<file path="config.mk">
export PLATFORM = sky130hd
export DESIGN_NAME = webm_cluster_block_framer
export DESIGN_NICKNAME = d
export VERILOG_FILES = /design/src/sv/wcbf_pkg.sv /design/src/sv/wcbf_front.sv /design/src/sv/wcbf_queue.sv /design/src/sv/wcbf_back.sv /design/src/sv/webm_cluster_block_framer.sv
export SDC_FILE = /design/constraint.sdc
export NUM_CORES = 1
export LEC_CHECK = 0
export BUFFER_PORTS_ARGS = -buffer_cell sky130_fd_sc_hd__buf_2
export CAP_MARGIN = 20
export CELL_PAD_IN_SITES_DETAIL_PLACEMENT = 2
export CELL_PAD_IN_SITES_GLOBAL_PLACEMENT = 2
export CORE_UTILIZATION = 49
export CTS_BUF_LIST = sky130_fd_sc_hd__clkbuf_8
export DETAILED_ROUTE_END_ITERATION = 8
export PLACE_DENSITY = 0.95
export SLEW_MARGIN = 40
export SYNTH_ARGS = -nofsm -noshare
export SYNTH_HDL_FRONTEND = slang
export SYNTH_SLANG_ARGS = --single-unit
</file>
<file path="constraint.sdc">
create_clock -name i_clk -period 10.35 [get_ports i_clk]
set_clock_uncertainty 0.1 [all_clocks]
set_input_delay 2.07 -clock i_clk [delete_from_list [all_inputs] [get_ports i_clk]]
set_output_delay 2.07 -clock i_clk [all_outputs]
set_load 0.01 [all_outputs]
</file>
<file path="src/sv/wcbf_pkg.sv">
// ----------------------------------------------------------------------------
// wcbf_pkg: shared types and constants of the WebM cluster/block framer
// Holds the action codes, the command word passed from the front end to the
// back end, the serializer phases and the fixed EBML header bytes.
// ----------------------------------------------------------------------------
`default_nettype none

package wcbf_pkg;

    localparam int LENGTH_BITS_DEF = 24;
    localparam int QDEPTH          = 4;
    localparam int CFG_IDX_W       = 1;
    localparam int CFG_DATA_W      = 16;
    localparam logic [15:0] SPAN_RESET = 16'd5000;

    localparam logic [CFG_IDX_W-1:0] CFG_ENABLE = 1'd0;
    localparam logic [CFG_IDX_W-1:0] CFG_SPAN   = 1'd1;

    localparam int CLUSTER_HDR_LEN = 14;

    localparam logic [7:0] ID_BLOCK    = 8'hA3;
    localparam logic [7:0] ID_TIME     = 8'hE7;
    localparam logic [7:0] TRACK_VIDEO = 8'h81;
    localparam logic [7:0] TRACK_AUDIO = 8'h82;
    localparam logic [7:0] FLAG_KEY    = 8'h80;
    localparam logic [7:0] FLAG_NONE   = 8'h00;
    localparam logic [7:0] VINT_MARK1  = 8'h80;

    typedef enum logic [1:0] {
        ACT_VIDEO   = 2'd0,
        ACT_AUDIO   = 2'd1,
        ACT_PAYLOAD = 2'd2,
        ACT_FLUSH   = 2'd3
    } t_action;

    typedef enum logic {
        K_BLOCK   = 1'b0,
        K_PAYLOAD = 1'b1
    } t_kind;

    typedef enum logic [3:0] {
        PH_CLUSTER,
        PH_TIME,
        PH_BLKID,
        PH_SIZE,
        PH_TRACK,
        PH_RELHI,
        PH_RELLO,
        PH_FLAGS,
        PH_PAYLOAD
    } t_phase;

    // One queued unit of work for the serializer.
    typedef struct packed {
        t_kind       kind;
        logic        open;       // emit a cluster header first
        logic        audio;
        logic        key;
        logic [31:0] tm;         // cluster timestamp value
        logic [2:0]  tcnt;       // bytes of the timestamp value
        logic [31:0] size_word;  // block size with the VINT marker bit set
        logic [2:0]  scnt;       // bytes of the size VINT
        logic [15:0] rel;        // block timestamp relative to the cluster
        logic [7:0]  pbyte;
    } t_cmd;

    // Byte sh (counted from the least significant end) of a 32-bit word.
    function automatic logic [7:0] be_byte(input logic [31:0] w, input logic [2:0] sh);
        logic [7:0] b;
        case (sh)
            3'd0:    b = w[7:0];
            3'd1:    b = w[15:8];
            3'd2:    b = w[23:16];
            3'd3:    b = w[31:24];
            default: b = 8'h00;
        endcase
        return b;
    endfunction

    // Fixed part of a cluster opening: ID, unknown size, Timestamp ID and
    // the one-byte VINT that sizes the timestamp value.
    function automatic logic [7:0] cluster_hdr_byte(input logic [3:0] idx,
                                                    input logic [2:0] tcnt);
        logic [7:0] b;
        case (idx)
            4'd0:    b = 8'h1F;
            4'd1:    b = 8'h43;
            4'd2:    b = 8'hB6;
            4'd3:    b = 8'h75;
            4'd4:    b = 8'h01;
            4'd5, 4'd6, 4'd7, 4'd8, 4'd9, 4'd10, 4'd11: b = 8'hFF;
            4'd12:   b = ID_TIME;
            4'd13:   b = VINT_MARK1 | {5'd0, tcnt};
            default: b = 8'h00;
        endcase
        return b;
    endfunction

endpackage

`default_nettype wire

</file>
<file path="src/sv/wcbf_front.sv">
// ----------------------------------------------------------------------------
// wcbf_front: input classification and cluster bookkeeping
// Accepts one input beat per cycle unless the queue is full, decides whether
// a cluster opens, keeps cluster and config registers, and queues a command.
// ----------------------------------------------------------------------------
`default_nettype none

module wcbf_front
    import wcbf_pkg::*;
#(
    parameter int LENGTH_BITS = LENGTH_BITS_DEF
) (
    input  wire                    i_clk,
    input  wire                    i_rst_n,
    input  wire                    i_valid,
    output logic                   o_ready,
    input  wire  [1:0]             i_action,
    input  wire  [31:0]            i_time,
    input  wire  [LENGTH_BITS-1:0] i_len,
    input  wire                    i_key,
    input  wire  [7:0]             i_pbyte,
    input  wire                    i_cfg_valid,
    output logic                   o_cfg_ready,
    input  wire  [CFG_IDX_W-1:0]   i_cfg_index,
    input  wire  [CFG_DATA_W-1:0]  i_cfg_data,
    output logic                   o_push,
    output t_cmd                   o_cmd,
    input  wire                    i_full
);

    logic        r_enable, n_enable;
    logic [15:0] r_span, n_span;
    logic        r_open, n_open;
    logic [31:0] r_start, n_start;

    t_action     act;
    logic        accept;
    logic [31:0] diff;
    logic        span_hit;
    logic        open_new;
    logic [31:0] size;
    logic [2:0]  scnt;
    logic [31:0] marker;
    logic [2:0]  tcnt;

    assign o_ready     = !i_full;
    assign o_cfg_ready = 1'b1;
    assign accept      = i_valid && o_ready;
    assign act         = t_action'(i_action);

    always_comb begin
        diff     = i_time - r_start;
        span_hit = diff >= {16'd0, r_span};
        open_new = (act == ACT_VIDEO) && r_enable && (!r_open || i_key || span_hit);

        size = 32'(i_len) + 32'd4;
        // Fewest VINT bytes whose data bits are not all ones.
        if (size < 32'd127) begin
            scnt = 3'd1;
        end else if (size < 32'd16383) begin
            scnt = 3'd2;
        end else if (size < 32'd2097151) begin
            scnt = 3'd3;
        end else begin
            scnt = 3'd4;
        end
        case (scnt)
            3'd1:    marker = 32'h0000_0080;
            3'd2:    marker = 32'h0000_4000;
            3'd3:    marker = 32'h0020_0000;
            default: marker = 32'h1000_0000;
        endcase

        if (i_time < 32'h80) begin
            tcnt = 3'd1;
        end else if (i_time < 32'h4000) begin
            tcnt = 3'd2;
        end else if (i_time < 32'h20_0000) begin
            tcnt = 3'd3;
        end else if (i_time < 32'h1000_0000) begin
            tcnt = 3'd4;
        end else begin
            tcnt = 3'd5;
        end

        o_cmd.kind      = (act == ACT_PAYLOAD) ? K_PAYLOAD : K_BLOCK;
        o_cmd.open      = open_new;
        o_cmd.audio     = (act == ACT_AUDIO);
        o_cmd.key       = i_key;
        o_cmd.tm        = i_time;
        o_cmd.tcnt      = tcnt;
        o_cmd.size_word = size | marker;
        o_cmd.scnt      = scnt;
        // A new cluster starts at this frame, so its offset is zero.
        o_cmd.rel       = open_new ? 16'd0 : diff[15:0];
        o_cmd.pbyte     = i_pbyte;

        o_push = 1'b0;
        case (act)
            ACT_VIDEO:   o_push = accept && r_enable;
            ACT_AUDIO:   o_push = accept && r_enable && r_open;
            ACT_PAYLOAD: o_push = accept;
            default:     o_push = 1'b0;
        endcase
    end

    always_comb begin
        n_enable = r_enable;
        n_span   = r_span;
        n_open   = r_open;
        n_start  = r_start;
        if (i_cfg_valid) begin
            case (i_cfg_index)
                CFG_ENABLE: n_enable = i_cfg_data[0];
                CFG_SPAN:   n_span   = i_cfg_data[15:0];
                default:    n_span   = r_span;
            endcase
        end
        if (accept) begin
            if (open_new) begin
                n_open  = 1'b1;
                n_start = i_time;
            end else if (act == ACT_FLUSH) begin
                n_open = 1'b0;
            end
        end
    end

    always_ff @(posedge i_clk) begin
        if (!i_rst_n) begin
            r_enable <= 1'b0;
            r_span   <= SPAN_RESET;
            r_open   <= 1'b0;
            r_start  <= '0;
        end else begin
            r_enable <= n_enable;
            r_span   <= n_span;
            r_open   <= n_open;
            r_start  <= n_start;
        end
    end

endmodule

`default_nettype wire

</file>
<file path="src/sv/wcbf_queue.sv">
// ----------------------------------------------------------------------------
// wcbf_queue: command queue between front end and back end
// A small first-in first-out buffer in flip-flops; the head is visible to the
// back end without a read delay.
// ----------------------------------------------------------------------------
`default_nettype none

module wcbf_queue
    import wcbf_pkg::*;
(
    input  wire   i_clk,
    input  wire   i_rst_n,
    input  wire   i_push,
    input  t_cmd  i_cmd,
    output logic  o_full,
    input  wire   i_pop,
    output t_cmd  o_head,
    output logic  o_empty
);

    localparam int PtrW = $clog2(QDEPTH);
    localparam int CntW = $clog2(QDEPTH + 1);

    t_cmd            r_mem [QDEPTH];
    logic [PtrW-1:0] r_wr, n_wr;
    logic [PtrW-1:0] r_rd, n_rd;
    logic [CntW-1:0] r_cnt, n_cnt;

    assign o_full  = (r_cnt == CntW'(QDEPTH));
    assign o_empty = (r_cnt == '0);
    assign o_head  = r_mem[r_rd];

    always_comb begin
        n_wr  = i_push ? r_wr + PtrW'(1) : r_wr;
        n_rd  = i_pop  ? r_rd + PtrW'(1) : r_rd;
        n_cnt = r_cnt;
        if (i_push && !i_pop) begin
            n_cnt = r_cnt + CntW'(1);
        end else if (i_pop && !i_push) begin
            n_cnt = r_cnt - CntW'(1);
        end
    end

    always_ff @(posedge i_clk) begin
        if (!i_rst_n) begin
            r_wr  <= '0;
            r_rd  <= '0;
            r_cnt <= '0;
        end else begin
            r_wr  <= n_wr;
            r_rd  <= n_rd;
            r_cnt <= n_cnt;
        end
    end

    always_ff @(posedge i_clk) begin
        if (i_push) begin
            r_mem[r_wr] <= i_cmd;
        end
    end

endmodule

`default_nettype wire

</file>
<file path="src/sv/wcbf_back.sv">
// ----------------------------------------------------------------------------
// wcbf_back: byte serializer
// Walks the head command through its phases one byte per cycle, unless the
// output stalls, and drives the registered output stream.
// ----------------------------------------------------------------------------
`default_nettype none

module wcbf_back
    import wcbf_pkg::*;
(
    input  wire         i_clk,
    input  wire         i_rst_n,
    input  t_cmd        i_head,
    input  wire         i_empty,
    output logic        o_pop,
    output logic        o_valid,
    input  wire         i_ready,
    output logic [7:0]  o_byte,
    output logic        o_is_payload,
    output logic        o_last
);

    t_phase      r_phase, n_phase;
    logic [3:0]  r_idx, n_idx;
    logic        r_fresh, n_fresh;
    logic        r_ovalid, n_ovalid;
    logic [7:0]  r_obyte;
    logic        r_opay;
    logic        r_olast;

    t_phase      ph;
    t_phase      nph;
    logic [3:0]  idx;
    logic [7:0]  cur_byte;
    logic        cur_pay;
    logic        ph_end;
    logic        item_end;
    logic        advance;

    assign advance      = !i_empty && (!r_ovalid || i_ready);
    assign o_pop        = advance && item_end;
    assign o_valid      = r_ovalid;
    assign o_byte       = r_obyte;
    assign o_is_payload = r_opay;
    assign o_last       = r_olast;

    always_comb begin
        // At the start of a command the phase comes from the command itself.
        if (r_fresh) begin
            if (i_head.kind == K_PAYLOAD) begin
                ph = PH_PAYLOAD;
            end else if (i_head.open) begin
                ph = PH_CLUSTER;
            end else begin
                ph = PH_BLKID;
            end
            idx = '0;
        end else begin
            ph  = r_phase;
            idx = r_idx;
        end

        cur_byte = 8'h00;
        cur_pay  = 1'b0;
        ph_end   = 1'b0;
        item_end = 1'b0;
        nph      = ph;
        case (ph)
            PH_CLUSTER: begin
                cur_byte = cluster_hdr_byte(idx, i_head.tcnt);
                ph_end   = (idx == 4'(CLUSTER_HDR_LEN - 1));
                nph      = PH_TIME;
            end
            PH_TIME: begin
                cur_byte = be_byte(i_head.tm, i_head.tcnt - 3'd1 - idx[2:0]);
                ph_end   = (idx[2:0] == i_head.tcnt - 3'd1);
                nph      = PH_BLKID;
            end
            PH_BLKID: begin
                cur_byte = ID_BLOCK;
                ph_end   = 1'b1;
                nph      = PH_SIZE;
            end
            PH_SIZE: begin
                cur_byte = be_byte(i_head.size_word, i_head.scnt - 3'd1 - idx[2:0]);
                ph_end   = (idx[2:0] == i_head.scnt - 3'd1);
                nph      = PH_TRACK;
            end
            PH_TRACK: begin
                cur_byte = i_head.audio ? TRACK_AUDIO : TRACK_VIDEO;
                ph_end   = 1'b1;
                nph      = PH_RELHI;
            end
            PH_RELHI: begin
                cur_byte = i_head.rel[15:8];
                ph_end   = 1'b1;
                nph      = PH_RELLO;
            end
            PH_RELLO: begin
                cur_byte = i_head.rel[7:0];
                ph_end   = 1'b1;
                nph      = PH_FLAGS;
            end
            PH_FLAGS: begin
                cur_byte = (i_head.key && !i_head.audio) ? FLAG_KEY : FLAG_NONE;
                ph_end   = 1'b1;
                item_end = 1'b1;
            end
            PH_PAYLOAD: begin
                cur_byte = i_head.pbyte;
                cur_pay  = 1'b1;
                ph_end   = 1'b1;
                item_end = 1'b1;
            end
            default: begin
                item_end = 1'b1;
            end
        endcase

        n_phase  = r_phase;
        n_idx    = r_idx;
        n_fresh  = r_fresh;
        n_ovalid = r_ovalid;
        if (advance) begin
            n_ovalid = 1'b1;
            if (item_end) begin
                n_fresh = 1'b1;
            end else begin
                n_fresh = 1'b0;
                n_phase = ph_end ? nph : ph;
                n_idx   = ph_end ? 4'd0 : idx + 4'd1;
            end
        end else if (i_ready) begin
            n_ovalid = 1'b0;
        end
    end

    always_ff @(posedge i_clk) begin
        if (!i_rst_n) begin
            r_phase  <= PH_CLUSTER;
            r_idx    <= '0;
            r_fresh  <= 1'b1;
            r_ovalid <= 1'b0;
        end else begin
            r_phase  <= n_phase;
            r_idx    <= n_idx;
            r_fresh  <= n_fresh;
            r_ovalid <= n_ovalid;
        end
    end

    always_ff @(posedge i_clk) begin
        if (advance) begin
            r_obyte <= cur_byte;
            r_opay  <= cur_pay;
            r_olast <= item_end;
        end
    end

endmodule

`default_nettype wire

</file>
<file path="src/sv/webm_cluster_block_framer.sv">
// Payload-byte beats can arrive every cycle unless the command queue is full
// and leave at one byte per cycle unless the output stalls; the output beat
// for an input beat passes through the command queue and then the output
// register. A video frame has 6 to 9 bytes in its SimpleBlock header, plus 15
// to 19 more when it opens a cluster (28 at most); an audio frame has 6 to 9.
// The serializer in the back end emits one byte per clock unless the output
// stalls, so a frame's header bytes set the output time; the front end keeps
// taking beats back to back until the four-entry command queue is full.
// Flushes and dropped frames are taken as input beats and give no output.
// ----------------------------------------------------------------------------
// webm_cluster_block_framer: live WebM cluster and SimpleBlock framer
// Frames frame descriptors and payload bytes into a WebM byte stream with
// unknown-size clusters, a front end and a back end joined by a queue.
// ----------------------------------------------------------------------------
`default_nettype none

module webm_cluster_block_framer
    import wcbf_pkg::*;
#(
    parameter int LENGTH_BITS = LENGTH_BITS_DEF,
    localparam int DataW = ((40 + LENGTH_BITS + 7) / 8) * 8
) (
    input  wire                   i_clk,
    input  wire                   i_rst_n,
    input  wire                   i_s_tvalid,
    output logic                  o_s_tready,
    // [31:0] time_ms, [LENGTH_BITS+31:32] frame_length,
    // [LENGTH_BITS+39:LENGTH_BITS+32] payload_byte, zero padding above
    input  wire  [DataW-1:0]      i_s_tdata,
    // [1:0] action, [2] keyframe
    input  wire  [2:0]            i_s_tuser,
    output logic                  o_m_tvalid,
    input  wire                   i_m_tready,
    // [7:0] out_byte
    output logic [7:0]            o_m_tdata,
    // [0] is_payload
    output logic [0:0]            o_m_tuser,
    output logic                  o_m_tlast,
    input  wire                   i_cfg_valid,
    output logic                  o_cfg_ready,
    input  wire  [CFG_IDX_W-1:0]  i_cfg_index,
    input  wire  [CFG_DATA_W-1:0] i_cfg_data
);

    logic q_push;
    logic q_full;
    logic q_pop;
    logic q_empty;
    t_cmd q_in;
    t_cmd q_head;

    wcbf_front #(
        .LENGTH_BITS (LENGTH_BITS)
    ) u_front (
        .i_clk       (i_clk),
        .i_rst_n     (i_rst_n),
        .i_valid     (i_s_tvalid),
        .o_ready     (o_s_tready),
        .i_action    (i_s_tuser[1:0]),
        .i_time      (i_s_tdata[31:0]),
        .i_len       (i_s_tdata[LENGTH_BITS+31:32]),
        .i_key       (i_s_tuser[2]),
        .i_pbyte     (i_s_tdata[LENGTH_BITS+39:LENGTH_BITS+32]),
        .i_cfg_valid (i_cfg_valid),
        .o_cfg_ready (o_cfg_ready),
        .i_cfg_index (i_cfg_index),
        .i_cfg_data  (i_cfg_data),
        .o_push      (q_push),
        .o_cmd       (q_in),
        .i_full      (q_full)
    );

    wcbf_queue u_queue (
        .i_clk   (i_clk),
        .i_rst_n (i_rst_n),
        .i_push  (q_push),
        .i_cmd   (q_in),
        .o_full  (q_full),
        .i_pop   (q_pop),
        .o_head  (q_head),
        .o_empty (q_empty)
    );

    wcbf_back u_back (
        .i_clk        (i_clk),
        .i_rst_n      (i_rst_n),
        .i_head       (q_head),
        .i_empty      (q_empty),
        .o_pop        (q_pop),
        .o_valid      (o_m_tvalid),
        .i_ready      (i_m_tready),
        .o_byte       (o_m_tdata),
        .o_is_payload (o_m_tuser[0]),
        .o_last       (o_m_tlast)
    );

`ifndef SYNTHESIS
    a_no_overflow: assert property (@(posedge i_clk) disable iff (!i_rst_n)
        !(q_push && q_full))
        else $error("command queue written while full");

    a_no_underflow: assert property (@(posedge i_clk) disable iff (!i_rst_n)
        q_pop |-> !q_empty)
        else $error("command queue read while empty");

    a_payload_last: assert property (@(posedge i_clk) disable iff (!i_rst_n)
        (o_m_tvalid && o_m_tuser[0]) |-> o_m_tlast)
        else $error("payload byte not marked as last of its run");

    a_payload_pass: assert property (@(posedge i_clk) disable iff (!i_rst_n)
        (q_push && q_empty && !o_m_tvalid) |=> ##1 o_m_tvalid)
        else $error("queued command did not reach the output");
`endif

endmodule

`default_nettype wire

</file>
# --- After elaboration in Yosys (flattened, before gate mapping) ---
# Memories as Yosys holds them, arrays and structs flattened. A register that Yosys moved wholly into a read port is not among the register bits.
# Cells that the tools add are included.
word_totals:
  out_inout_bits: 13
  word_cells: 146
  in_bits: 89
  ram_bits: 392
  n_memories: 1
  reg_bits: 77
mem_list:
  columns: ["memory", "words", "width", "rd", "rd_clocked_by_memory_dff", "wr", "line", "source"]
  rows:
  - ["u_queue.r_mem", 4, 98, 1, 1, 1, "wcbf_queue.sv:24", "t_cmd r_mem [QDEPTH];"]
op_classes:
  n_mux: 37
  bitwise: 2
  magnitude_cmp: 8
  n_eq_ne: 36
  n_addsub: 11
  reduce_logical: 37
op_table:
  columns: ["cell", "count"]
  rows:
  - ["$pmux 29 s3", 1]
  - ["$pmux 8 s9", 1]
  - ["$pmux 8 s4", 2]
  - ["$pmux 8 s8", 1]
  - ["$eq 4x3->1 const B", 8]
  - ["$ge 32x16->1", 1]
  - ["$lt 32x14->1 const B", 1]
  - ["$lt 32x15->1 const B", 1]
  - ["$lt 32x21->1 const B", 1]
  - ["$lt 32x22->1 const B", 1]
  - ["$lt 32x29->1 const B", 1]
  - ["$lt 32x7->1 const B", 1]
  - ["$lt 32x8->1 const B", 1]
  - ["$or 32x29->32", 1]
  - ["$sub 32x32->32", 1]
  - ["$eq 4x4->1 const B", 7]
  - ["$pmux 4 s7", 1]
  - ["$add 24x3->25 const B", 1]
  - ["$mux 3", 8]
  - ["$mux 4", 5]
  - ["$eq 3x2->1 const B", 6]
  - ["$eq 4x2->1 const B", 4]
  - ["$mux 16", 1]
  - ["$reduce_or 7->1", 2]
  - ["26 further kinds", 73]

# --- Longest topological paths before layout ---
# Gate-level depths: netlist of run 1.
depth:
  word_depth: 10
  mapped_depth: 23
  ltp_nobuf: 20

# --- Cells and area by module ---
# A second synthesis of run 1 with hierarchy kept.
hier_totals:
  cells_unflattened: 1654
  area_unflattened_um2: 22814.4
modules_own_cells:
  columns: ["mod", "area_per_inst_um2", "cells_per_inst", "instances", "seq_area_each_um2"]
  rows:
  - ["wcbf_queue", 14571.5, 555, 1, 11951.5]
  - ["wcbf_front", 5546.6, 780, 1, 1001.0]
  - ["wcbf_back", 2696.3, 319, 1, 500.5]

# --- Worst setup path before layout of run 1 ---
# OpenSTA, ideal clock, no wires.
synth_path:
  path_kind: "input port to flip-flop"
  start: "input i_s_tdata[0]"
  end: "memory u_queue.r_mem[0][13] (netlist bit) (data pin)"
  setup_time_ns: 0.203
  arrival_ns: 5.537
  path_buffers: 1
  path_stages: 19
  required_ns: 10.047
  slack_ns: 4.510
  path_cell_list: "inv_1 -> ha_1 -> inv_1 -> fa_1 -> a21o_1 -> a31o_1 -> a2111oi_4 -> nor2_1 -> xor2_1 -> ha_1 -> nor2b_1 -> o21ai_0 -> o2111ai_1 -> a21oi_1 -> o221ai_1 -> nor4_4 -> a31oi_4 -> clkbuf_1 -> nor3_1"
synth_lines:
  columns: ["element", "line", "source"]
  rows:
  - ["from (decl)", "webm_cluster_block_framer.sv:29", "input wire [DataW-1:0] i_s_tdata,"]
  - ["to (decl)", "wcbf_queue.sv:24", null]

# --- Final worst setup path of run 1 ---
layout_path:
  start: "input i_s_tdata[4]"
  end: "register u_front.r_start[10]"
layout_between:
  elab_chain_len: 5
layout_rtl:
  columns: ["element", "line", "source"]
  rows:
  - ["$sub 32x32->32", "wcbf_front.sv:52", "diff = i_time - r_start;"]
  - ["$ge 32x16->1", "wcbf_front.sv:53", "span_hit = diff >= {16'd0, r_span};"]
  - ["$logic_or 1x1->1", "wcbf_front.sv:54", "open_new = (act == ACT_VIDEO) && r_enable && (!r_open || i_key || span_hit);"]
  - ["$logic_and 1x1->1", "wcbf_front.sv:54", null]
  - ["$reduce_and 2->1 (no source line)", null, null]
  - ["to (signal assigned)", "wcbf_front.sv:139", "r_start <= n_start;"]
  - ["to (decl)", "wcbf_front.sv:34", "logic [31:0] r_start, n_start;"]
# Every way passes these cells.
# A chain may end at the register's enable or synchronous reset.

==> results of run 1 <==
per-stage QoR:
step	instances	power [mW]
floorplan	1533	2.757
global placement	2117	3.036
detailed placement	2117	3.157
CTS	2254	4.791
global route	2258	4.923
finish	2258	4.819
per-layer routing:
metal / GRT usage / vias up / share of wire
met5: 0 / - / 0
met4: 0.2279 / 0 / 0.065
met3: 0.07875 / 346 / 0.078
met2: 0.6641 / 1113 / 0.50
met1: 0.4571 / 7967 / 0.35
li1: - / 6071 / -
cell type report:
class	count	area, µm²	share of cell area
sequential	447	12740	0.5428
clock buffer	85	1170	0.04984
tap	539	674.4	0.02873
inverter	105	394.1	0.01679
multi-input combinational	914	7576	0.3228
antenna	1	2.502	0.0001066
clock inverter	52	250.2	0.01066
timing repair buffer	115	665.6	0.02836
state kept, by name, indices dropped and copies added (netlist names), 2 cells and up, named ones only:
signal and flops:
u_queue.r_rd 2, u_front.r_start 32, u_queue.r_wr 2, u_front.r_span 16
u_back.r_idx 4, u_back.o_byte 8, u_queue.r_cnt 3, u_back.r_phase 4
u_queue.r_mem 368
worst register-to-register path, delay by kind of cell (launching register included):
family | cells | cell delay, ps
muxes | 1 | 340
buffers and inverters | 2 | 570
adders and majority gates | 2 | 790
DFF | 1 | 350
and+or+nand+nor | 7 | 1670
AOI/OAI and AO/OA | 8 | 2100
xor gates and xnor gates | 1 | 210
power breakdown:
part / total [mW] / internal (mW) / switching [mW]
clock network: 1.60 / 0.780 / 0.822
registers: 2.12 / 2.05 / 0.0739
logic: 1.09 / 0.394 / 0.701
final timing paths:
path                      start                   to  slack [ps]  depth (start not counted)
max                i_s_tdata[4]  u_front.r_start[10]        2940                         21
max reg2reg  u_front.r_start[4]  u_front.r_start[10]        4110                         21
min reg2reg  u_front.r_start[8]   u_front.r_start[8]         370                          2
min          u_front.r_start[8]   u_front.r_start[8]         370                          2
kinds of logic after synthesis:
kind of cell | Yosys count
flops | 447
buf+inv | 172
xor+xnor | 56
other cells | 1
mux | 149
compound gates | 242
simple gates | 398
fa+ha+maj | 68
cell usage in the layout, fill, tap and decap left out, drive strengths merged, types with 26 or more instances in the layout:
cell type / n
dfxtp: 69
nand3: 38
a21oi: 50
clkbuf: 85
buf: 115
edfxtp: 378
nor2b: 26
xnor2: 33
mux2i: 52
o22ai: 26
o21ai: 51
nand2: 155
ha: 64
nor2: 57
inv: 138
mux4: 86
==> impl_metrics.sql, run 1 <==
INSERT INTO impl_metrics (metric_group, metric, value, unit) VALUES
('logic_synthesis', 'synth.yosys.warnings', '0', ''),
('floorplan', 'placement_rows', '75', ''),
('timing', 'report.final.setup_viol', '0', ''),
('timing', 'timing_worst_slew_pin_value', '892.9', 'ps'),
('timing', 'fin_hold_ws', '370.5', 'ps'),
('logic_synthesis', 'synth-edff-count', '378', ''),
('outcome', 'outcome', 'completed', ''),
('timing', 'hold_violation_total_from_the_final_report', '0', ''),
('timing', 'fin_crit', '7414', 'ps'),
('logic_synthesis', 'postSynthRegisterBits', '447', ''),
('layout', 'synthToLayoutAreaGrowth', '11.79', '%'),
('logic_synthesis', 'yosys-mux-area-fraction', '0.1229', ''),
('routing', 'ant_nets', '0', ''),
('clock_network', 'clock_latency', '680', 'ps'),
('layout', 'layout.filler_cells', '3770', ''),
('timing', 'max_freq', '134.9', 'MHz'),
('worst_setup_path', 'worstPathRequired', '10810', 'ps'),
('clock_network', 'clkTransAtPathRegs', '70', 'ps'),
('logic_synthesis', 'synth_area_per_cell', '13.70', 'µm²'),
('routing', 'routed_via_density', '6.863', ''),
('clock_network', 'cts.sink_count', '447', ''),
('placement', 'dp_slack', '2855', 'ps'),
('logic_synthesis', 'netlist-cell-type-count', '73', ''),
('logic_synthesis', 'synth_area', '0.02100', 'mm²'),
('logic_synthesis', 'ys_dominant_reg_cell', 'sky130_fd_sc_hd__edfxtp_1', ''),
('worst_setup_path', 'critical_path.max_fanout', '21', ''),
('clock_network', 'ctsResizeCount', '0', ''),
('flow_run', 'max_cap_viol_count', '0', ''),
('worst_setup_path', 'worst-endpoint-arrival', '7870', 'ps'),
('logic_synthesis', 'netlist.top_cell.by_area', 'sky130_fd_sc_hd__edfxtp_1', ''),
('pwr', 'peakVddDrop', '0.1251', 'mV'),
('timing', 'finalCritPeriodShare', '0.7163', ''),
('placement', 'port_buffers', '100', ''),
('layout', 'layout.nets', '1816', ''),
('global_routing', 'grt_remaining_overflow', '0', ''),
('logic_synthesis', 'synth_fp_nets', '1690', ''),
('clock_network', 'post_cts_hold_buffer_count', '0', ''),
('worst_setup_path', 'critPathCaptureType', 'flip-flop', ''),
('floorplan', 'design.core.area', '0.04213', 'mm²'),
('pwr', 'static_leak', '8.105', 'nW'),
('worst_setup_path', 'critical-path-slowest-cell', 'sky130_fd_sc_hd__nor2b_4', ''),
('worst_setup_path', 'startpoint_type', 'input pin', ''),
('placement', 'place.gp.congestion', '0.8945', ''),
('logic_synthesis', 'synth_common_cells', '378 x sky130_fd_sc_hd__edfxtp_1, 155 x sky130_fd_sc_hd__nand2_1, 104 x sky130_fd_sc_hd__inv_1, 86 x sky130_fd_sc_hd__mux4_2, 69 x sky130_fd_sc_hd__dfxtp_1', ''),
('worst_setup_path', 'timing.critical_path.cells', 'buf_2, ha_1, a21oi_1, nand2_1, nor2_1, nor2_1, o21ai_0, nand2b_1, a21o_1, a21oi_1, xnor2_1, ha_1, a21oi_1, nor2b_1, a2111oi_0, o221ai_1, nor4_4, a31oi_4, nor2b_4, buf_4, mux2i_1', ''),
('logic_synthesis', 'ys_top_cells_by_area', 'sky130_fd_sc_hd__edfxtp_1 54%, sky130_fd_sc_hd__mux4_2 9.2%, sky130_fd_sc_hd__dfxtp_1 6.6%', ''),
('routing', 'drt_first_pass_iters', '6', ''),
('logic_synthesis', 'syn-instance-count', '1533', ''),
('routing', 'num_vias', '15500', ''),
('layout', 'final_util', '0.5571', ''),
('global_routing', 'maximum_number_of_pins_on_one_net_before_global_route_repair', '101', ''),
('placement', 'place_hpwl', '50200', 'µm'),
('logic_synthesis', 'synthArstFlopShare', '0', ''),
('logic_synthesis', 'synth_xor_area_frac', '0.02336', ''),
('logic_synthesis', 'largest_family_of_logic_cells_by_synthesized_area', 'multiplexers', ''),
('worst_setup_path', 'critPathMostFrequentCell', 'sky130_fd_sc_hd__a21oi_1', ''),
('logic_synthesis', 'synth_sequential_area_ratio', '0.6064', ''),
('logic_synthesis', 'synthMostInstantiatedCell', 'sky130_fd_sc_hd__edfxtp_1', ''),
('placement', 'placedInstanceArea', '0.02197', 'mm²'),
('routing', 'total_length_of_routed_wires', '83710', 'µm'),
('routing', 'drt-wirelength-per-cell', '37.07', 'µm'),
('worst_setup_path', 'crit_buf_inv', '2', ''),
('global_routing', 'track_usage', '0.3894', ''),
('timing', 'grt_setup_unrepaired', 'no', ''),
('clock_network', 'clockRootBuffer', 'sky130_fd_sc_hd__clkbuf_8', ''),
('clock_network', 'tritoncts', 'yes', ''),
('logic_synthesis', 'synth_simple_gate_area_share', '0.09373', ''),
('worst_setup_path', 'critical_path_class', 'input pin to flip-flop', ''),
('floorplan', 'die_h', '209.0', 'µm'),
('layout', 'fin_area', '0.02347', 'mm²'),
('clock_network', 'ctsLongestPathBuffers', '3', '');
Power figures use the tool's default switching activity.
==> run 2: changes to the inputs <==
--- a/config.mk
+++ b/config.mk
@@ -9,10 +9,10 @@
 export CAP_MARGIN = 20
 export CELL_PAD_IN_SITES_DETAIL_PLACEMENT = 2
 export CELL_PAD_IN_SITES_GLOBAL_PLACEMENT = 2
-export CORE_UTILIZATION = 49
+export CORE_UTILIZATION = 46
 export CTS_BUF_LIST = sky130_fd_sc_hd__clkbuf_8
 export DETAILED_ROUTE_END_ITERATION = 8
-export PLACE_DENSITY = 0.95
+export PLACE_DENSITY = 0.94
 export SLEW_MARGIN = 40
 export SYNTH_ARGS = -nofsm -noshare
 export SYNTH_HDL_FRONTEND = slang
==> constraint.sdc (replaced) <==
create_clock -name i_clk -period 7.15 [get_ports i_clk]
set_clock_uncertainty 0.1 [all_clocks]
set_input_delay 1.43 -clock i_clk [delete_from_list [all_inputs] [get_ports i_clk]]
set_output_delay 1.43 -clock i_clk [all_outputs]
set_load 0.01 [all_outputs]
==> impl_metrics.sql, run 2 (synthesis results as in run 1) <==
INSERT INTO impl_metrics (metric_group, metric, value, unit) VALUES
('outcome', 'outcome', 'completed', ''),
('routing', 'num_vias', '15310', ''),
('routing', 'ant_nets', '0', ''),
('clock_network', 'ctsLongestPathBuffers', '3', ''),
('worst_setup_path', 'worstPathRequired', '7430', 'ps'),
('timing', 'finalSetupTns', '0', 'ps'),
('clock_network', 'tritoncts', 'yes', ''),
('worst_hold_path', 'worst_hold_path_type', 'flip-flop to flip-flop', ''),
('routing', 'drt_first_pass_iters', '5', ''),
('worst_setup_path', 'critical_path.max_fanout', '20', ''),
('clock_network', 'number_of_buffers_created_by_cts', '78', ''),
('floorplan', 'floorplan.die_area', '0.04650', 'mm²'),
('timing', 'fin_hold_ws', '370.8', 'ps'),
('pwr', 'static_leak', '8.136', 'nW'),
('routing', 'routed_via_density', '6.596', ''),
('layout', 'regMostFlops', 'u_queue.r_mem', ''),
('timing', 'drv_slew', '0', ''),
('placement', 'place.gp.congestion', '0.8743', ''),
('worst_setup_path', 'worstReg2RegStart', 'u_front.r_start[4]', ''),
('flow_run', 'max_cap_viol_count', '0', ''),
('timing', 'max_freq', '154.0', 'MHz'),
('layout', 'max_ffs_per_register', '368', ''),
('worst_setup_path', 'reg2reg_depth', '19', ''),
('layout', 'mostFrequentLayoutCell', 'sky130_fd_sc_hd__edfxtp_1', ''),
('layout', 'synthToLayoutAreaGrowth', '12.70', '%'),
('clock_network', 'post_cts_hold_buffer_count', '0', ''),
('routing', 'dr_iter_0_viols', '1637', ''),
('worst_setup_path', 'startpoint_type', 'input pin', ''),
('global_routing', 'maximum_number_of_pins_on_one_net_before_global_route_repair', '101', ''),
('pwr', 'peakVddDrop', '0.1472', 'mV'),
('global_routing', 'initial_antenna_violation_count', '3', ''),
('layout', 'layout.nets', '1821', ''),
('routing', 'drc', '0', ''),
('clock_network', 'post_cts_setup_driven_buffer_insertion_count', '0', ''),
('floorplan', 'floorplan.io_pins', '102', ''),
('clock_network', 'cts.sink_count', '447', ''),
('layout', 'finish.cell_count_without_fillers', '2321', ''),
('worst_setup_path', 'crit-reg2reg-capture', 'u_queue.r_mem[1][13]', ''),
('clock_network', 'clock_latency', '680', 'ps'),
('timing', 'grt_setup_unrepaired', 'no', ''),
('timing', 'fin_crit', '6492', 'ps'),
('floorplan', 'die_h', '215.7', 'µm'),
('pwr', 'post-layout-total-power', '6.992', 'mW'),
('worst_setup_path', 'timing.reg2reg.setup_slack', '1190', 'ps'),
('routing', 'total_length_of_routed_wires', '80050', 'µm'),
('worst_setup_path', 'timing.critical_path.to', 'u_queue.r_mem[1][13]', ''),
('global_routing', 'grt_remaining_overflow', '0', ''),
('timing', 'timing_worst_slew_pin_value', '902.5', 'ps'),
('worst_setup_path', 'critPathCaptureType', 'flip-flop', ''),
('placement', 'place.detailed.instances', '2175', ''),
('pwr', 'power_density', '295.5', 'mW/mm²'),
('routing', 'drt-wirelength-per-cell', '34.49', 'µm'),
('timing', 'hold_violation_total_from_the_final_report', '0', ''),
('clock_network', 'ctsResizeCount', '0', ''),
('placement', 'port_buffers', '100', ''),
('floorplan', 'design.core.area', '0.04461', 'mm²'),
('clock_network', 'clkTransAtPathRegs', '60', 'ps'),
('floorplan', 'placement_rows', '77', ''),
('global_routing', 'grt_pass1_vias', '16760', ''),
('layout', 'fraction_of_layout_instances_using_a_drive_strength_above_1', '0.1963', ''),
('worst_setup_path', 'critical_path.startpoint', 'i_s_tdata[4]', ''),
('floorplan', 'floorplan.initialDensity', '0.4707', ''),
('clock_network', 'cts.htree.levels', '3', ''),
('timing', 'maxSlewHeadroom', '0.3963', ''),
('floorplan', 'dieWidth', '215.7', 'µm'),
('timing', 'report.final.setup_viol', '0', ''),
('timing', 'finalCritPeriodShare', '0.9080', ''),
('placement', 'place_hpwl', '50450', 'µm'),
('worst_setup_path', 'worst-endpoint-arrival', '6770', 'ps'),
('clock_network', 'clockRootBuffer', 'sky130_fd_sc_hd__clkbuf_8', ''),
('global_routing', 'grt_first_pass_wirelength', '118200', 'µm'),
('global_routing', 'track_usage', '0.3487', ''),
('worst_setup_path', 'critical_path_class', 'input pin to flip-flop', ''),
('layout', 'reg.largest.list', 'u_queue.r_mem x368, u_front.r_start x32, u_front.r_span x16', ''),
('layout', 'layout_common_cells', '378 x sky130_fd_sc_hd__edfxtp_1, 155 x sky130_fd_sc_hd__nand2_1, 129 x sky130_fd_sc_hd__inv_1', '');
[run 2: worst min-delay path by stage]
stage	startpoint	to	slack, ps	cells after the start
floorplan	u_front.r_start[10]	u_front.r_start[10]	330	2
global placement	u_front.r_start[27]	u_front.r_start[27]	340	2
detailed placement	u_front.r_start[4]	u_front.r_start[4]	360	2
CTS	u_front.r_start[17]	u_front.r_start[17]	370	2
global route	u_front.r_start[17]	u_front.r_start[17]	380	2
finish	u_front.r_start[17]	u_front.r_start[17]	370	2
[run 2: layer usage]
layer | up-vias | wire [µm] | track usage
met1 | 7926 | 29660 | 0.4179
met3 | 341 | 5691 | 0.07160
li1 | 6079 | - | -
met5 | - | 13 | 0
met4 | 2 | 5153 | 0.1995
met2 | 962 | 39540 | 0.5851
[run 2: metrics by stage]
| stage | util | instance area (µm²) | setup WS (ps) |
|---|---|---|---|
| after detailed placement | 0.4961 | 22130 | 775.7 |
| after floorplan | - | 21000 | 1950 |
| after global placement | 0.4937 | 22020 | 1267 |
| after CTS | 0.5294 | 23610 | 910.7 |
| after global routing | 0.5304 | 23660 | 577.7 |
| final | 0.5305 | 23660 | 657.8 |
[run 2: report_power, final]
part	switching, mW	internal [mW]	leakage (nW)
clock	1.19	1.18	0.848
sequential	0.0838	2.96	3.99
combinational	0.999	0.570	3.30
total	2.28	4.72	8.14
[run 2: critical path: stages]
cell and delay (ps):
sky130_fd_sc_hd__buf_2 150, sky130_fd_sc_hd__ha_1 430, sky130_fd_sc_hd__a21oi_1 300, sky130_fd_sc_hd__nand2_1 220, sky130_fd_sc_hd__nor2_1 360, sky130_fd_sc_hd__nor2_1 170
sky130_fd_sc_hd__o21ai_0 270, sky130_fd_sc_hd__nand2b_1 140, sky130_fd_sc_hd__a21o_1 200, sky130_fd_sc_hd__a21oi_1 240, sky130_fd_sc_hd__xnor2_1 210, sky130_fd_sc_hd__ha_1 310
sky130_fd_sc_hd__and4_1 220, sky130_fd_sc_hd__a2111oi_0 610, sky130_fd_sc_hd__o221ai_1 250, sky130_fd_sc_hd__nor4_4 290, sky130_fd_sc_hd__a31oi_4 170, sky130_fd_sc_hd__buf_4 270
sky130_fd_sc_hd__nor3_1 510
[run 2: final cells by class]
cell class / count / area (µm²)
clock buffer: 86 / 1184
antenna: 2 / 5.005
inverter: 105 / 394.1
tap: 592 / 740.7
timing repair buffer: 118 / 721.9
sequential: 447 / 12740
clock inverter: 57 / 299.0
multi-input combinational: 914 / 7580
fill: 4095 / 20940
==> run 3: changes to the inputs <==
--- a/config.mk
+++ b/config.mk
@@ -5,11 +5,12 @@
 export SDC_FILE = /design/constraint.sdc
 export NUM_CORES = 1
 export LEC_CHECK = 0
+export ABC_AREA = 1
 export BUFFER_PORTS_ARGS = -buffer_cell sky130_fd_sc_hd__buf_2
 export CAP_MARGIN = 20
 export CELL_PAD_IN_SITES_DETAIL_PLACEMENT = 2
 export CELL_PAD_IN_SITES_GLOBAL_PLACEMENT = 2
-export CORE_UTILIZATION = 46
+export CORE_UTILIZATION = 41
 export CTS_BUF_LIST = sky130_fd_sc_hd__clkbuf_8
 export DETAILED_ROUTE_END_ITERATION = 8
 export PLACE_DENSITY = 0.94
==> impl_metrics.sql, run 3 <==
INSERT INTO impl_metrics (metric_group, metric, value, unit) VALUES
('outcome', 'outcome', 'completed', ''),
('layout', 'layout.nets', '2690', ''),
('layout', 'regMostFlops', 'u_queue.r_mem', ''),
('logic_synthesis', 'synth_sequential_area_ratio', '0.5744', ''),
('pwr', 'power_density', '289.3', 'mW/mm²'),
('floorplan', 'design.core.area', '0.05297', 'mm²'),
('logic_synthesis', 'synth_xor_area_frac', '0.01417', ''),
('worst_hold_path', 'worst_hold_path_type', 'flip-flop to flip-flop', ''),
('layout', 'reg.largest.list', 'u_queue.r_mem x368, u_front.r_start x32, u_front.r_span x16', ''),
('pwr', 'static_leak', '10.39', 'nW'),
('timing', 'timing_worst_slew_pin_value', '885.4', 'ps'),
('routing', 'routed_via_density', '5.713', ''),
('clock_network', 'clock_latency', '700', 'ps'),
('placement', 'dp_slack', '1246', 'ps'),
('timing', 'report.final.setup_viol', '0', ''),
('worst_setup_path', 'critical_path.max_fanout', '33', ''),
('timing', 'drv_slew', '0', ''),
('routing', 'total_length_of_routed_wires', '86320', 'µm'),
('logic_synthesis', 'netlist.top_cell.by_area', 'sky130_fd_sc_hd__edfxtp_1', ''),
('routing', 'drc', '0', ''),
('clock_network', 'ctsLongestPathBuffers', '3', ''),
('worst_setup_path', 'timing.reg2reg.setup_slack', '2370', 'ps'),
('pwr', 'peakVddDrop', '0.1358', 'mV'),
('clock_network', 'clkTransAtPathRegs', '60', 'ps'),
('logic_synthesis', 'yosys-mux-area-fraction', '0', ''),
('placement', 'port_buffers', '100', ''),
('placement', 'place.gp.congestion', '0.9093', ''),
('logic_synthesis', 'synth_area', '0.02217', 'mm²'),
('worst_setup_path', 'worst-endpoint-arrival', '5790', 'ps'),
('global_routing', 'grt_pass1_vias', '21250', ''),
('floorplan', 'die_h', '234.5', 'µm'),
('logic_synthesis', 'postSynthRegisterBits', '447', ''),
('logic_synthesis', 'synth_common_cells', '491 x sky130_fd_sc_hd__nand2_1, 378 x sky130_fd_sc_hd__edfxtp_1, 340 x sky130_fd_sc_hd__inv_1, 330 x sky130_fd_sc_hd__nor2_1, 204 x sky130_fd_sc_hd__o21ai_0', ''),
('logic_synthesis', 'syn-instance-count', '2420', ''),
('clock_network', 'cts.sink_count', '447', ''),
('logic_synthesis', 'ys_top_cells_by_area', 'sky130_fd_sc_hd__edfxtp_1 51%, sky130_fd_sc_hd__nand2_1 8.3%, sky130_fd_sc_hd__dfxtp_1 6.2%', ''),
('logic_synthesis', 'synth_fp_nets', '2577', ''),
('floorplan', 'placement_rows', '84', ''),
('floorplan', 'floorplan.io_pins', '102', ''),
('timing', 'hold_violation_total_from_the_final_report', '0', ''),
('clock_network', 'tritoncts', 'yes', ''),
('layout', 'layout_common_cells', '491 x sky130_fd_sc_hd__nand2_1, 378 x sky130_fd_sc_hd__edfxtp_1, 375 x sky130_fd_sc_hd__inv_1', ''),
('routing', 'num_vias', '18780', ''),
('floorplan', 'floorplan.initialDensity', '0.4184', ''),
('pwr', 'internal_power_component', '4.644', 'mW'),
('logic_synthesis', 'synth_compound_gate_area_share', '0.09670', ''),
('global_routing', 'grt_first_pass_wirelength', '129600', 'µm'),
('global_routing', 'maximum_number_of_pins_on_one_net_before_global_route_repair', '101', ''),
('global_routing', 'track_usage', '0.3180', ''),
('flow_run', 'max_cap_viol_count', '0', ''),
('worst_setup_path', 'startpoint_type', 'input pin', ''),
('routing', 'ant_nets', '0', ''),
('routing', 'drt_first_pass_iters', '7', ''),
('routing', 'dr_iter_0_viols', '1201', ''),
('logic_synthesis', 'netlist-cell-type-count', '57', ''),
('layout', 'fin_area', '0.02492', 'mm²'),
('logic_synthesis', 'synthMostInstantiatedCell', 'sky130_fd_sc_hd__nand2_1', ''),
('global_routing', 'grt_remaining_overflow', '0', ''),
('layout', 'fraction_of_layout_instances_using_a_drive_strength_above_1', '0.1059', ''),
('placement', 'place_hpwl', '57390', 'µm'),
('logic_synthesis', 'synth_area_per_cell', '9.159', 'µm²'),
('timing', 'maxSlewHeadroom', '0.4097', ''),
('floorplan', 'dieWidth', '234.5', 'µm'),
('clock_network', 'clockRootBuffer', 'sky130_fd_sc_hd__clkbuf_8', ''),
('logic_synthesis', 'synth_simple_gate_area_share', '0.1979', ''),
('worst_setup_path', 'timing.critical_path.to', 'u_front.r_start[3]', ''),
('clock_network', 'post_cts_hold_buffer_count', '0', ''),
('worst_setup_path', 'critical_path.startpoint', 'i_s_tdata[2]', ''),
('timing', 'finalSetupTns', '0', 'ps'),
('pwr', 'power.share.clock', '0.325', ''),
('logic_synthesis', 'synth.yosys.warnings', '0', ''),
('timing', 'finalCritPeriodShare', '0.7457', ''),
('layout', 'final_util', '0.4704', ''),
('logic_synthesis', 'synth-adder-area-share', '0.03974', ''),
('pwr', 'switching_share', '0.3558', ''),
('layout', 'finish.cell_count_without_fillers', '3287', ''),
('worst_setup_path', 'critical_path_class', 'input pin to flip-flop', ''),
('pwr', 'pwr-share-seq', '0.421', ''),
('routing', 'drt-wirelength-per-cell', '26.26', 'µm'),
('placement', 'place.detailed.instances', '3139', ''),
('timing', 'grt_setup_unrepaired', 'no', ''),
('worst_setup_path', 'reg2reg_depth', '26', ''),
('pwr', 'power_frac_comb', '0.254', ''),
('worst_setup_path', 'worstPathRequired', '7600', 'ps'),
('clock_network', 'number_of_buffers_created_by_cts', '80', ''),
('logic_synthesis', 'ys_dominant_reg_cell', 'sky130_fd_sc_hd__edfxtp_1', ''),
('logic_synthesis', 'largest_family_of_logic_cells_by_synthesized_area', 'simple AND/OR/NAND/NOR gates', ''),
('clock_network', 'cts.htree.levels', '3', ''),
('worst_setup_path', 'crit-reg2reg-capture', 'u_front.r_start[3]', ''),
('worst_setup_path', 'worstReg2RegStart', 'u_front.r_start[2]', ''),
('layout', 'synthToLayoutAreaGrowth', '12.41', '%'),
('clock_network', 'ctsResizeCount', '0', ''),
('timing', 'postLayoutSetupSlackWorst', '1818', 'ps'),
('clock_network', 'post_cts_setup_driven_buffer_insertion_count', '0', ''),
('timing', 'fin_crit', '5332', 'ps'),
('layout', 'max_ffs_per_register', '368', ''),
('floorplan', 'floorplan.die_area', '0.05499', 'mm²'),
('logic_synthesis', 'yosysTopAreaCellShare', '0.5121', ''),
('worst_setup_path', 'critPathCaptureType', 'flip-flop', ''),
('placement', 'placedInstanceArea', '0.02340', 'mm²'),
('timing', 'max_freq', '187.6', 'MHz'),
('global_routing', 'initial_antenna_violation_count', '3', ''),
('logic_synthesis', 'synth-edff-count', '378', ''),
('pwr', 'p_sw', '2.564', 'mW'),
('layout', 'mostFrequentLayoutCell', 'sky130_fd_sc_hd__nand2_1', ''),
('logic_synthesis', 'synthArstFlopShare', '0', '');
[run 3: cell types whose count changed after synthesis, sizes merged, moves of 49 or more]
| cell | previous run | this run |
|---|---|---|
| o21ai | 51 | 207 |
| inv | 104 | 351 |
| nand2 | 155 | 506 |
| nand4 | 20 | 69 |
| nor2 | 57 | 338 |
| mux2i | 52 | 0 |
| mux4 | 86 | 0 |
[run 3: logic make-up after synthesis]
family                   after synthesis
AO/OA/AOI/OAI                        390
XOR/XNOR                              35
adder cells (fa/ha/maj)               68
buffers and inverters                438
flip-flops                           447
other                                  1
AND/OR/NAND/NOR                     1041
[run 3: cell type report]
type	instances	area, µm²
inverter	352	1325
clock inverter	57	282.8
sequential	447	12740
clock buffer	89	1225
tap	688	860.8
fill	5743	28050
antenna	2	5.005
timing repair buffer	117	681.9
multi-input combinational	1535	7799
[run 3: worst max-delay path, stage by stage]
cell and delay [ps]:
sky130_fd_sc_hd__buf_2 140, sky130_fd_sc_hd__ha_1 520, sky130_fd_sc_hd__nand2_1 160, sky130_fd_sc_hd__nand2_1 150, sky130_fd_sc_hd__inv_2 50, sky130_fd_sc_hd__nand2_2 110, sky130_fd_sc_hd__nand2_1 70, sky130_fd_sc_hd__nand2_1 150
sky130_fd_sc_hd__nand3_1 120, sky130_fd_sc_hd__nand2_1 130, sky130_fd_sc_hd__xor2_1 390, sky130_fd_sc_hd__ha_1 330, sky130_fd_sc_hd__a21oi_1 150, sky130_fd_sc_hd__o21ai_0 120, sky130_fd_sc_hd__inv_1 80, sky130_fd_sc_hd__nand2_1 60
sky130_fd_sc_hd__nor2_1 80, sky130_fd_sc_hd__nand2_1 60, sky130_fd_sc_hd__nor2_1 110, sky130_fd_sc_hd__nand2_1 90, sky130_fd_sc_hd__nor2_4 160, sky130_fd_sc_hd__nand2_4 310, sky130_fd_sc_hd__nand3_4 520, sky130_fd_sc_hd__nand2_1 150
sky130_fd_sc_hd__inv_2 80, sky130_fd_sc_hd__nor2_1 50
[run 3: how the worst min path moves through the flow]
| stage | startpoint | end | slack, ps | depth (start not counted) |
|---|---|---|---|---|
| 2_1_floorplan | u_front.r_span[10] | u_front.r_span[10] | 330 | 2 |
| 6_report | u_back.r_phase[3] | u_back.r_phase[3] | 380 | 2 |
| 3_5_place_dp | u_back.r_phase[3] | u_back.r_phase[3] | 360 | 2 |
| 3_3_place_gp | u_queue.r_rd[1] | flip-flop | 340 | 2 |
| 5_1_grt | u_queue.r_rd[0] | u_queue.r_rd[0] | 420 | 1 |
| 4_1_cts | u_back.r_phase[3] | u_back.r_phase[3] | 370 | 2 |
[run 3: through the flow]
stage          hold WS [ps]  power (mW)
6_report              378.1       7.208
5_1_grt               421.0       7.493
4_1_cts               374.9       7.228
3_5_place_dp          364.9       4.848
3_3_place_gp          342.7       4.669
2_1_floorplan         333.1       4.096
[run 3: routing by layer]
metal / share of wire / track usage / up-vias / routed length [µm]
li1: - / - / 8355 / -
met1: 0.39 / 0.3551 / 9679 / 33440
met2: 0.53 / 0.5928 / 528 / 45890
met3: 0.040 / 0.04712 / 213 / 3443
met4: 0.041 / 0.1431 / 2 / 3528
met5: 0.00016 / 0 / - / 14
[run 3: power by group through the flow]
stage	logic, mW	clock network [mW]	registers [mW]
4_1_cts	1.81	2.38	3.04
2_1_floorplan	1.04	0	3.06
6_report	1.83	2.34	3.03
3_3_place_gp	1.60	0	3.07
5_1_grt	1.97	2.48	3.04
3_5_place_dp	1.76	0	3.09
